File: config.mk
export PLATFORM = sky130hd
export DESIGN_NAME = lru_page_replacement_flat
export DESIGN_NICKNAME = d
export VERILOG_FILES = /design/src/design/lpr_pkg.sv /design/src/design/lpr_channel_if.sv /design/src/design/lpr_ctrl.sv /design/src/design/lpr_datapath.sv /design/src/design/lru_page_replacement.sv /design/src/flat_wrapper.sv
export SDC_FILE = /design/constraint.sdc
export NUM_CORES = 1
export LEC_CHECK = 0
export ABC_AREA = 1
export BUFFER_PORTS_ARGS = -buffer_cell sky130_fd_sc_hd__buf_2
export CORE_MARGIN = 2
export CORE_UTILIZATION = 45
export DETAILED_ROUTE_END_ITERATION = 10
export PLACE_DENSITY_LB_ADDON = 0.2
export SYNTH_ARGS = -nofsm -noshare
export SYNTH_HDL_FRONTEND = slang
export SYNTH_SLANG_ARGS = --single-unit
File: constraint.sdc
create_clock -name clock -period 6.15 [get_ports clock]
set_clock_uncertainty 0.1 [all_clocks]
set_input_delay 0.3075 -clock clock [delete_from_list [all_inputs] [get_ports clock]]
set_output_delay 0.3075 -clock clock [all_outputs]
set_load 0.01 [all_outputs]
File: src/design/lpr_pkg.sv
// Shared constants, types and state codes for the LRU page replacement block.
// Used by the channel interfaces, the controller, the datapath and the top level.
`default_nettype none

package lpr_pkg;

   localparam int FRAMES     = 16;
   localparam int PAGE_BITS  = 16;
   localparam int CFG_BITS   = 5;
   localparam int FAULT_BITS = 32;

   localparam int SLOT_BITS = (FRAMES > 1) ? $clog2(FRAMES) : 1;
   localparam int RANK_BITS = SLOT_BITS;
   localparam int FILL_BITS = $clog2(FRAMES + 1);
   localparam int N_BITS    = (CFG_BITS > FILL_BITS) ? CFG_BITS : FILL_BITS;
   localparam int FRAMES_P2 = 1 << SLOT_BITS;
   localparam int LEVELS    = SLOT_BITS;

   localparam logic [CFG_BITS-1:0]  CFG_RESET = CFG_BITS'(16);
   localparam logic [RANK_BITS-1:0] RANK_MAX  = RANK_BITS'(FRAMES - 1);

   typedef enum logic [1:0] {
      ST_IDLE,
      ST_LOOKUP,
      ST_UPDATE
   } lpr_state_type;

   typedef struct packed {
      logic load_page;
      logic lookup;
      logic update;
   } lpr_cmd_type;

   typedef struct packed {
      logic out_free;
   } lpr_status_type;

   typedef struct packed {
      logic                 vld;
      logic [RANK_BITS-1:0] rank;
      logic [SLOT_BITS-1:0] idx;
   } lpr_cand_type;

endpackage

`default_nettype wire

File: src/design/lpr_channel_if.sv
// Request and response channel interfaces with valid/ready handshakes.
// Depends on lpr_pkg for the payload widths.
`default_nettype none

interface lpr_req_if;
   logic                           valid;
   logic                           ready;
   logic [lpr_pkg::PAGE_BITS-1:0]  page_number;

   modport source (output valid, output page_number, input ready);
   modport sink   (input valid, input page_number, output ready);
endinterface

interface lpr_rsp_if;
   logic                           valid;
   logic                           ready;
   logic                           hit;
   logic [lpr_pkg::SLOT_BITS-1:0]  slot;
   logic                           evicted_valid;
   logic [lpr_pkg::PAGE_BITS-1:0]  evicted_page;
   logic [lpr_pkg::FAULT_BITS-1:0] fault_count;

   modport source (output valid, output hit, output slot, output evicted_valid,
                   output evicted_page, output fault_count, input ready);
   modport sink   (input valid, input hit, input slot, input evicted_valid,
                   input evicted_page, input fault_count, output ready);
endinterface

`default_nettype wire

File: src/design/lpr_ctrl.sv
// Sequencing state machine: accept, lookup, update.
// Depends on lpr_pkg and the request channel interface.
`default_nettype none

module lpr_ctrl (
   input  wire                          clock,
   input  wire                          reset,
   lpr_req_if.sink                      req,
   output lpr_pkg::lpr_cmd_type         cmd,
   input  wire lpr_pkg::lpr_status_type status
);

   lpr_pkg::lpr_state_type state_ff, state_in;

   always_ff @(posedge clock) begin
      if (reset) begin
         state_ff <= lpr_pkg::ST_IDLE;
      end else begin
         state_ff <= state_in;
      end
   end

   always_comb begin
      state_in      = state_ff;
      cmd           = '0;
      req.ready     = 1'b0;
      unique case (state_ff)
         lpr_pkg::ST_IDLE: begin
            req.ready = 1'b1;
            if (req.valid) begin
               cmd.load_page = 1'b1;
               state_in      = lpr_pkg::ST_LOOKUP;
            end
         end
         lpr_pkg::ST_LOOKUP: begin
            cmd.lookup = 1'b1;
            state_in   = lpr_pkg::ST_UPDATE;
         end
         lpr_pkg::ST_UPDATE: begin
            // The update retires only once the result register can take it.
            if (status.out_free) begin
               cmd.update = 1'b1;
               req.ready  = 1'b1;
               if (req.valid) begin
                  cmd.load_page = 1'b1;
                  state_in      = lpr_pkg::ST_LOOKUP;
               end else begin
                  state_in = lpr_pkg::ST_IDLE;
               end
            end
         end
         default: begin
            state_in = lpr_pkg::ST_IDLE;
         end
      endcase
   end

endmodule

`default_nettype wire

File: src/design/lpr_datapath.sv
// Frame table, recency ranks, search trees, fault counter and result register.
// Depends on lpr_pkg and the response channel interface.
`default_nettype none

module lpr_datapath (
   input  wire                             clock,
   input  wire                             reset,
   input  wire lpr_pkg::lpr_cmd_type       cmd,
   output lpr_pkg::lpr_status_type         status,
   input  wire [lpr_pkg::PAGE_BITS-1:0]    page_number,
   input  wire                             csr_write_enable,
   input  wire [lpr_pkg::CFG_BITS-1:0]     csr_write_data,
   lpr_rsp_if.source                       rsp
);

   // Architectural state.
   logic [lpr_pkg::PAGE_BITS-1:0]  page_ff, page_in;
   logic [lpr_pkg::PAGE_BITS-1:0]  resident_ff [lpr_pkg::FRAMES];
   logic [lpr_pkg::PAGE_BITS-1:0]  resident_in [lpr_pkg::FRAMES];
   logic [lpr_pkg::FRAMES-1:0]     valid_ff, valid_in;
   logic [lpr_pkg::RANK_BITS-1:0]  rank_ff [lpr_pkg::FRAMES];
   logic [lpr_pkg::RANK_BITS-1:0]  rank_in [lpr_pkg::FRAMES];
   logic [lpr_pkg::FILL_BITS-1:0]  fill_ff, fill_in;
   logic [lpr_pkg::FAULT_BITS-1:0] faults_ff, faults_in;
   logic [lpr_pkg::CFG_BITS-1:0]   frames_ff, frames_in;

   // Lookup decision, held from the lookup to the update.
   logic                           hit_ff, hit_in;
   logic                           use_fill_ff, use_fill_in;
   logic                           have_victim_ff, have_victim_in;
   logic                           limit_all_ff, limit_all_in;
   logic [lpr_pkg::SLOT_BITS-1:0]  slot_ff, slot_in;
   logic [lpr_pkg::RANK_BITS-1:0]  limit_ff, limit_in;

   // Result register.
   logic                           rsp_valid_ff, rsp_valid_in;
   logic                           rsp_hit_ff, rsp_hit_in;
   logic [lpr_pkg::SLOT_BITS-1:0]  rsp_slot_ff, rsp_slot_in;
   logic                           rsp_ev_valid_ff, rsp_ev_valid_in;
   logic [lpr_pkg::PAGE_BITS-1:0]  rsp_ev_page_ff, rsp_ev_page_in;
   logic [lpr_pkg::FAULT_BITS-1:0] rsp_faults_ff, rsp_faults_in;

   logic [lpr_pkg::N_BITS-1:0]     n_eff;
   logic [lpr_pkg::FRAMES-1:0]     active;
   logic                           fill_room;
   lpr_pkg::lpr_cand_type          hit_node [lpr_pkg::LEVELS+1][lpr_pkg::FRAMES_P2];
   lpr_pkg::lpr_cand_type          vic_node [lpr_pkg::LEVELS+1][lpr_pkg::FRAMES_P2];
   lpr_pkg::lpr_cand_type          hit_root, vic_root;
   logic                           rank_inc;

   assign status.out_free = !rsp_valid_ff || rsp.ready;

   // Active frame count, clamped to one through FRAMES.
   always_comb begin
      if (frames_ff == '0) begin
         n_eff = lpr_pkg::N_BITS'(1);
      end else if (lpr_pkg::N_BITS'(frames_ff) > lpr_pkg::N_BITS'(lpr_pkg::FRAMES)) begin
         n_eff = lpr_pkg::N_BITS'(lpr_pkg::FRAMES);
      end else begin
         n_eff = lpr_pkg::N_BITS'(frames_ff);
      end
      for (int i = 0; i < lpr_pkg::FRAMES; i++) begin
         active[i] = lpr_pkg::N_BITS'(i) < n_eff;
      end
      fill_room = lpr_pkg::N_BITS'(fill_ff) < n_eff;
   end

   // Two binary trees: the lowest matching frame, and the oldest valid frame
   // with ties going to the lower slot.
   always_comb begin
      for (int l = 0; l <= lpr_pkg::LEVELS; l++) begin
         for (int k = 0; k < lpr_pkg::FRAMES_P2; k++) begin
            hit_node[l][k] = '0;
            vic_node[l][k] = '0;
         end
      end
      for (int i = 0; i < lpr_pkg::FRAMES; i++) begin
         hit_node[0][i].vld  = valid_ff[i] && active[i] && (resident_ff[i] == page_ff);
         hit_node[0][i].rank = rank_ff[i];
         hit_node[0][i].idx  = lpr_pkg::SLOT_BITS'(i);
         vic_node[0][i].vld  = valid_ff[i] && active[i];
         vic_node[0][i].rank = rank_ff[i];
         vic_node[0][i].idx  = lpr_pkg::SLOT_BITS'(i);
      end
      for (int l = 0; l < lpr_pkg::LEVELS; l++) begin
         for (int k = 0; k < (lpr_pkg::FRAMES_P2 >> (l + 1)); k++) begin
            hit_node[l+1][k] = hit_node[l][2*k].vld ? hit_node[l][2*k] : hit_node[l][2*k+1];
            if (vic_node[l][2*k].vld &&
                (!vic_node[l][2*k+1].vld ||
                 vic_node[l][2*k].rank >= vic_node[l][2*k+1].rank)) begin
               vic_node[l+1][k] = vic_node[l][2*k];
            end else begin
               vic_node[l+1][k] = vic_node[l][2*k+1];
            end
         end
      end
      hit_root = hit_node[lpr_pkg::LEVELS][0];
      vic_root = vic_node[lpr_pkg::LEVELS][0];
   end

   always_comb begin
      page_in        = page_ff;
      frames_in      = frames_ff;
      hit_in         = hit_ff;
      use_fill_in    = use_fill_ff;
      have_victim_in = have_victim_ff;
      limit_all_in   = limit_all_ff;
      slot_in        = slot_ff;
      limit_in       = limit_ff;
      valid_in       = valid_ff;
      fill_in        = fill_ff;
      faults_in      = faults_ff;
      for (int i = 0; i < lpr_pkg::FRAMES; i++) begin
         resident_in[i] = resident_ff[i];
         rank_in[i]     = rank_ff[i];
      end
      rsp_valid_in    = rsp_valid_ff && !rsp.ready;
      rsp_hit_in      = rsp_hit_ff;
      rsp_slot_in     = rsp_slot_ff;
      rsp_ev_valid_in = rsp_ev_valid_ff;
      rsp_ev_page_in  = rsp_ev_page_ff;
      rsp_faults_in   = rsp_faults_ff;
      rank_inc        = 1'b0;

      if (csr_write_enable) begin
         frames_in = csr_write_data;
      end

      if (cmd.load_page) begin
         page_in = page_number;
      end

      if (cmd.lookup) begin
         hit_in         = hit_root.vld;
         use_fill_in    = !hit_root.vld && fill_room;
         have_victim_in = !hit_root.vld && !fill_room && vic_root.vld;
         limit_all_in   = !hit_root.vld && (fill_room || !vic_root.vld);
         limit_in       = hit_root.vld ? hit_root.rank : vic_root.rank;
         if (hit_root.vld) begin
            slot_in = hit_root.idx;
         end else if (fill_room) begin
            slot_in = lpr_pkg::SLOT_BITS'(fill_ff);
         end else if (vic_root.vld) begin
            slot_in = vic_root.idx;
         end else begin
            slot_in = '0;
         end
      end

      if (cmd.update) begin
         // Age the frames that were younger than the touched one, then make
         // the touched frame the most recent.
         for (int i = 0; i < lpr_pkg::FRAMES; i++) begin
            rank_inc = active[i] && valid_ff[i] &&
                       (lpr_pkg::SLOT_BITS'(i) != slot_ff) &&
                       (limit_all_ff || (rank_ff[i] < limit_ff)) &&
                       (rank_ff[i] != lpr_pkg::RANK_MAX);
            if (lpr_pkg::SLOT_BITS'(i) == slot_ff) begin
               rank_in[i] = '0;
            end else if (rank_inc) begin
               rank_in[i] = rank_ff[i] + lpr_pkg::RANK_BITS'(1);
            end
         end
         if (!hit_ff) begin
            valid_in[slot_ff]    = 1'b1;
            resident_in[slot_ff] = page_ff;
            if (faults_ff != '1) begin
               faults_in = faults_ff + lpr_pkg::FAULT_BITS'(1);
            end
            if (use_fill_ff) begin
               fill_in = fill_ff + lpr_pkg::FILL_BITS'(1);
            end
         end
         rsp_valid_in    = 1'b1;
         rsp_hit_in      = hit_ff;
         rsp_slot_in     = slot_ff;
         rsp_ev_valid_in = have_victim_ff;
         rsp_ev_page_in  = have_victim_ff ? resident_ff[slot_ff] : '0;
         rsp_faults_in   = faults_in;
      end
   end

   always_ff @(posedge clock) begin
      if (reset) begin
         valid_ff     <= '0;
         fill_ff      <= '0;
         faults_ff    <= '0;
         frames_ff    <= lpr_pkg::CFG_RESET;
         rsp_valid_ff <= 1'b0;
         for (int i = 0; i < lpr_pkg::FRAMES; i++) begin
            rank_ff[i] <= '0;
         end
      end else begin
         valid_ff     <= valid_in;
         fill_ff      <= fill_in;
         faults_ff    <= faults_in;
         frames_ff    <= frames_in;
         rsp_valid_ff <= rsp_valid_in;
         for (int i = 0; i < lpr_pkg::FRAMES; i++) begin
            rank_ff[i] <= rank_in[i];
         end
      end
   end

   always_ff @(posedge clock) begin
      page_ff         <= page_in;
      hit_ff          <= hit_in;
      use_fill_ff     <= use_fill_in;
      have_victim_ff  <= have_victim_in;
      limit_all_ff    <= limit_all_in;
      slot_ff         <= slot_in;
      limit_ff        <= limit_in;
      rsp_hit_ff      <= rsp_hit_in;
      rsp_slot_ff     <= rsp_slot_in;
      rsp_ev_valid_ff <= rsp_ev_valid_in;
      rsp_ev_page_ff  <= rsp_ev_page_in;
      rsp_faults_ff   <= rsp_faults_in;
      for (int i = 0; i < lpr_pkg::FRAMES; i++) begin
         resident_ff[i] <= resident_in[i];
      end
   end

   assign rsp.valid         = rsp_valid_ff;
   assign rsp.hit           = rsp_hit_ff;
   assign rsp.slot          = rsp_slot_ff;
   assign rsp.evicted_valid = rsp_ev_valid_ff;
   assign rsp.evicted_page  = rsp_ev_page_ff;
   assign rsp.fault_count   = rsp_faults_ff;

endmodule

`default_nettype wire

File: src/design/lru_page_replacement.sv
// Top level of the LRU page replacement block: controller plus datapath.
// Depends on lpr_pkg, lpr_channel_if, lpr_ctrl and lpr_datapath.
//
//   channel   direction  handshake            payload
//   req_bus   in         valid / ready        page_number[15:0]
//   rsp_bus   out        valid / ready        hit, slot[3:0], evicted_valid,
//                                             evicted_page[15:0], fault_count[31:0]
//   csr_*     in         write enable only    frames_in_use[4:0]
//
// Each request passes through a lookup state, which compares the page against
// every frame tag and runs the hit and oldest-frame trees over the registered
// state, and an update state, which applies the rank aging, writes the frame
// and loads the result register. A new request is taken in the update state.
// A result that waits in the output register holds the update cycle, and with
// it the request side. Reset is synchronous and needs no clearing pass.
`default_nettype none

module lru_page_replacement (
   input  wire                          clock,
   input  wire                          reset,
   lpr_req_if.sink                      req_bus,
   lpr_rsp_if.source                    rsp_bus,
   input  wire                          csr_write_enable,
   input  wire [lpr_pkg::CFG_BITS-1:0]  csr_write_data
);

   // Commands from the sequencer and status back from the datapath.
   lpr_pkg::lpr_cmd_type    cmd;
   lpr_pkg::lpr_status_type status;

   // The controller owns the request handshake and steps every request
   // through lookup and update.
   lpr_ctrl u_ctrl (
      .clock  (clock),
      .reset  (reset),
      .req    (req_bus),
      .cmd    (cmd),
      .status (status)
   );

   // The datapath holds the frames, ranks, counters and the result register.
   lpr_datapath u_datapath (
      .clock            (clock),
      .reset            (reset),
      .cmd              (cmd),
      .status           (status),
      .page_number      (req_bus.page_number),
      .csr_write_enable (csr_write_enable),
      .csr_write_data   (csr_write_data),
      .rsp              (rsp_bus)
   );

`ifndef NO_ASSERTIONS
   // A latched request is always looked up in the very next cycle.
   assert property (@(posedge clock) disable iff (reset)
      cmd.load_page |=> cmd.lookup)
      else $error("latched request was not looked up");

   // Every update presents a result on the response channel.
   assert property (@(posedge clock) disable iff (reset)
      cmd.update |=> rsp_bus.valid)
      else $error("update did not produce a result");

   // No request is taken while a lookup is in flight.
   assert property (@(posedge clock) disable iff (reset)
      cmd.lookup |-> !req_bus.ready)
      else $error("request accepted during lookup");
`endif

endmodule

`default_nettype wire

File: src/flat_wrapper.sv
// flat-port wrapper written by rule: the top's interface ports become plain ports
module lru_page_replacement_flat 
  (clock, reset, csr_write_enable, csr_write_data, req_bus_valid, req_bus_page_number, req_bus_ready, rsp_bus_valid, rsp_bus_hit, rsp_bus_slot, rsp_bus_evicted_valid, rsp_bus_evicted_page, rsp_bus_fault_count, rsp_bus_ready);
  lpr_req_if req_bus_i ();
  lpr_rsp_if rsp_bus_i ();
  input  wire clock;
  input  wire reset;
  input  wire csr_write_enable;
  input  wire [lpr_pkg::CFG_BITS-1:0] csr_write_data;
  input wire logic [$bits(req_bus_i.valid)-1:0] req_bus_valid;
  input wire logic [$bits(req_bus_i.page_number)-1:0] req_bus_page_number;
  output wire logic [$bits(req_bus_i.ready)-1:0] req_bus_ready;
  output wire logic [$bits(rsp_bus_i.valid)-1:0] rsp_bus_valid;
  output wire logic [$bits(rsp_bus_i.hit)-1:0] rsp_bus_hit;
  output wire logic [$bits(rsp_bus_i.slot)-1:0] rsp_bus_slot;
  output wire logic [$bits(rsp_bus_i.evicted_valid)-1:0] rsp_bus_evicted_valid;
  output wire logic [$bits(rsp_bus_i.evicted_page)-1:0] rsp_bus_evicted_page;
  output wire logic [$bits(rsp_bus_i.fault_count)-1:0] rsp_bus_fault_count;
  input wire logic [$bits(rsp_bus_i.ready)-1:0] rsp_bus_ready;
  assign req_bus_i.valid = req_bus_valid;
  assign req_bus_i.page_number = req_bus_page_number;
  assign req_bus_ready = req_bus_i.ready;
  assign rsp_bus_valid = rsp_bus_i.valid;
  assign rsp_bus_hit = rsp_bus_i.hit;
  assign rsp_bus_slot = rsp_bus_i.slot;
  assign rsp_bus_evicted_valid = rsp_bus_i.evicted_valid;
  assign rsp_bus_evicted_page = rsp_bus_i.evicted_page;
  assign rsp_bus_fault_count = rsp_bus_i.fault_count;
  assign rsp_bus_i.ready = rsp_bus_ready;
  lru_page_replacement u_core (.clock(clock), .reset(reset), .req_bus(req_bus_i), .rsp_bus(rsp_bus_i), .csr_write_enable(csr_write_enable), .csr_write_data(csr_write_data));
endmodule
==> summary.txt <==
GRT
  – Initial antenna violation count: 1
  – Pin count of the biggest net entering global routing: 66
  – Grt total ovfl: 0
  – Vias in the first global route: 23000
  – First-pass GRT wire length: 138000 um
  – Total GRT Usage: 0.273

STA
  – Relative slew slack: 0.191
  – Worst-Margin Slew: around 1200 ps
  – Setup violations, final: 0
  – Final critical-path required period: approximately 5600 ps
  – Final Hold Vio Count: 0
  – Tcrit/Tclk final: 0.913
  – Highest clock rate: between 150 and 200 MHz
  – Final count of pins violating max slew: 0

Layout
  – Fin area: roughly 32000 um2
  – Final Non-Filler Cells: 4699
  – Share of layout cells above drive strength 1: 0.0968
  – ANT cells: 0
  – Layout Nets: slightly below 4000
  – Synth-to-Final Area Change: 12.3%

Die
  – FP Rows: between 90 and 100
  – Io pins: a little over 80
  – Die W: around 260 um
  – Die H: 256 um
  – Core Footprint: 62900 um2
  – Initial Util: 0.453
  – Die ar.: 65300 um2

Drt
  – Via density: around 5.4
  – DRT Pass-1 Iters: 6
  – Via count: 25300
  – Post-route ant nets: 0
  – DR DRC count: 0
  – Per-cell routed wire length: 19.4 um
  – WL final: 91300 um
  – Initial DRC count: between 2000 and 2500

Run
  – Max-cap violations: 0

Synthesis
  – Synth Warn #: 0
  – Commonest cells in the synthesized netlist: nand2_1 (1118), inv_1 (420), nor2_1 (344)
  – Post-synthesis register bit count: ~460
  – Primary FF master, synth: edfxtp_1
  – Synth top area share: 0.356
  – Most frequent cell after synthesis: nand2_1
  – Mapped Cells: 3689
  – Top cells by area, synth: edfxtp_1 (36%), nand2_1 (15%), dfxtp_1 (8.8%)
  – EDFF count, synth: approximately 340
  – Area leader, netlist: edfxtp_1
  – Syn_nets: between 3000 and 4000
  – Async SR Flop Fraction: 0
  – Post-Syn Area: 28500 um2
  – Syn_area_per_cell: slightly below 8 um2
  – Seq/Total Area, Yosys: 0.444
  – Distinct cells, synth: 54

Pwr
  – Leak pwr: 14.1 nW
  – Worst VDD drop: around 0.00019 V
  – Power Dens Cells: between 200 and 250 nW/um2

Worst setup path
  – CP required: about 6400 ps
  – Crit path launch type: flip-flop
  – Cell mode on critical path: nand2_1
  – Cell family with most CP delay: simple AND/OR/NAND/NOR gates
  – Crit-path max cell delay: 400 ps
  – Crit. End Element: flip-flop
  – CP bufs+invs: 8
  – Max FO, Critical Path: 10
  – WP data arrival: about 5900 ps
  – Slowest cell on crit path: dfxtp_1
  – Critical path class: reg -> reg

Clock network
  – Clk buf depth: 3
  – Clock Pin Slew Worst Setup and Hold Paths: roughly 60 ps
  – Clock latency on the worst-skew pair: just over 600 ps
  – CTS root buf: clkbuf_16
  – Clk sinks: 463
  – H-tree levels: 2
  – Num CTS Buffers: 53
  – CTS tree: yes

Min path
  – Hold WC Path Type: in -> reg

Placed design
  – Placed cell area: 30000 um2
  – RePlAce Congestion: between 0.9 and 1
  – HPWL Detailed: 64700 um
  – Post-placement cell count: 4572
  – IO Port Bufs: 81

Status
  – Status: finished clean
-- metrics by stage --
stage | worst slack (ps) | utilization | TNS [ps] | total power [W] | hold slack, ps
finish | 535 | 0.509 | 0 | 0.00702 | 91.7
global route | -5.89 | 0.509 | -5.89 | 0.00723 | 104
CTS | 326 | 0.507 | 0 | 0.00705 | 64.8
detailed placement | 347 | 0.477 | 0 | 0.00396 | 360
global placement | 399 | 0.477 | 0 | 0.00396 | 353
floorplan | 1100 | - | 0 | 0.00379 | 306
-- where the power goes --
group	switching (W)	internal [W]	total, W
logic	0.000353	0.000142	0.000495
clock network	0.00136	0.00174	0.00310
registers	0.0000365	0.00338	0.00342
total	0.00175	0.00527	0.00702
-- flip-flops by register name, indices dropped and copies added, names as in the netlist, 2 cells and up --
name                                cells
u_core.u_datapath.page_ff              16
u_core.u_datapath.rsp.slot              4
u_core.u_datapath.rank_ff              64
u_core.u_datapath.fill_ff               5
u_core.u_datapath.slot_ff               4
u_core.u_datapath.resident_ff         256
u_core.u_datapath.frames_ff             5
u_core.u_datapath.rsp.evicted_page     16
u_core.u_ctrl.state_ff                  2
u_core.u_datapath.valid_ff             16
u_core.u_datapath.faults_ff            32
u_core.u_datapath.limit_ff              4
u_core.u_datapath.rsp.fault_count      32
-- worst paths after layout --
kind,from,endpoint,slack [ps],cells past startpoint
hold / removal,reset,u_core.u_datapath.faults_ff[11],90,4
setup reg to reg,u_core.u_datapath.frames_ff[4],u_core.u_datapath.slot_ff[1],540,42
hold reg to reg,u_core.u_datapath.valid_ff[4],u_core.u_datapath.valid_ff[4],380,2
setup / recovery,u_core.u_datapath.frames_ff[4],u_core.u_datapath.slot_ff[1],540,42
-- worst min-delay path: cells and delay by family --
family | cells | cell delay (ps)
compound gates | 1 | 60
buf+inv | 2 | 260
simple gates | 1 | 130
-- placed cells by master (no fill, tap or decap), drive strengths merged, types with 63 or more instances in the layout --
| cell | count |
|---|---|
| nand3 | 229 |
| xor2 | 103 |
| nor2 | 364 |
| buf | 155 |
| edfxtp | 338 |
| nand2 | 1134 |
| ha | 130 |
| a21oi | 146 |
| clkbuf | 63 |
| inv | 467 |
| dfxtp | 125 |
| o21ai | 222 |
-- metal layers --
layer,global-route usage,routed length [um]
met3,0.0360,6380
met5,0,0
met1,0.385,41000
met2,0.439,41300
met4,0.0785,2600
-- final cells by class --
class	count	area, um2
fill	6198	30900
multi-input combinational	2647	13600
sequential	463	12700
inverter	466	1760
clock buffer	63	1390
timing repair buffer	179	1220
tap	846	1060
clock inverter	35	272
-- cell families after synthesis --
group                    share of synthesized area
AND/OR/NAND/NOR                              0.275
AO/OA/AOI/OAI                                0.105
flip-flops                                   0.444
adder cells (fa/ha/maj)                     0.0571
XOR/XNOR                                    0.0372
buffers and inverters                       0.0812
-- repair_timing --
action,in CTS,in global routing
gates resized for setup,0,27
buffers inserted,0,5
endpoints found under the setup margin,0,8
hold endpoints to repair,23,0
hold buffers,24,0
Note: power is estimated with default switching activity, not from simulation.
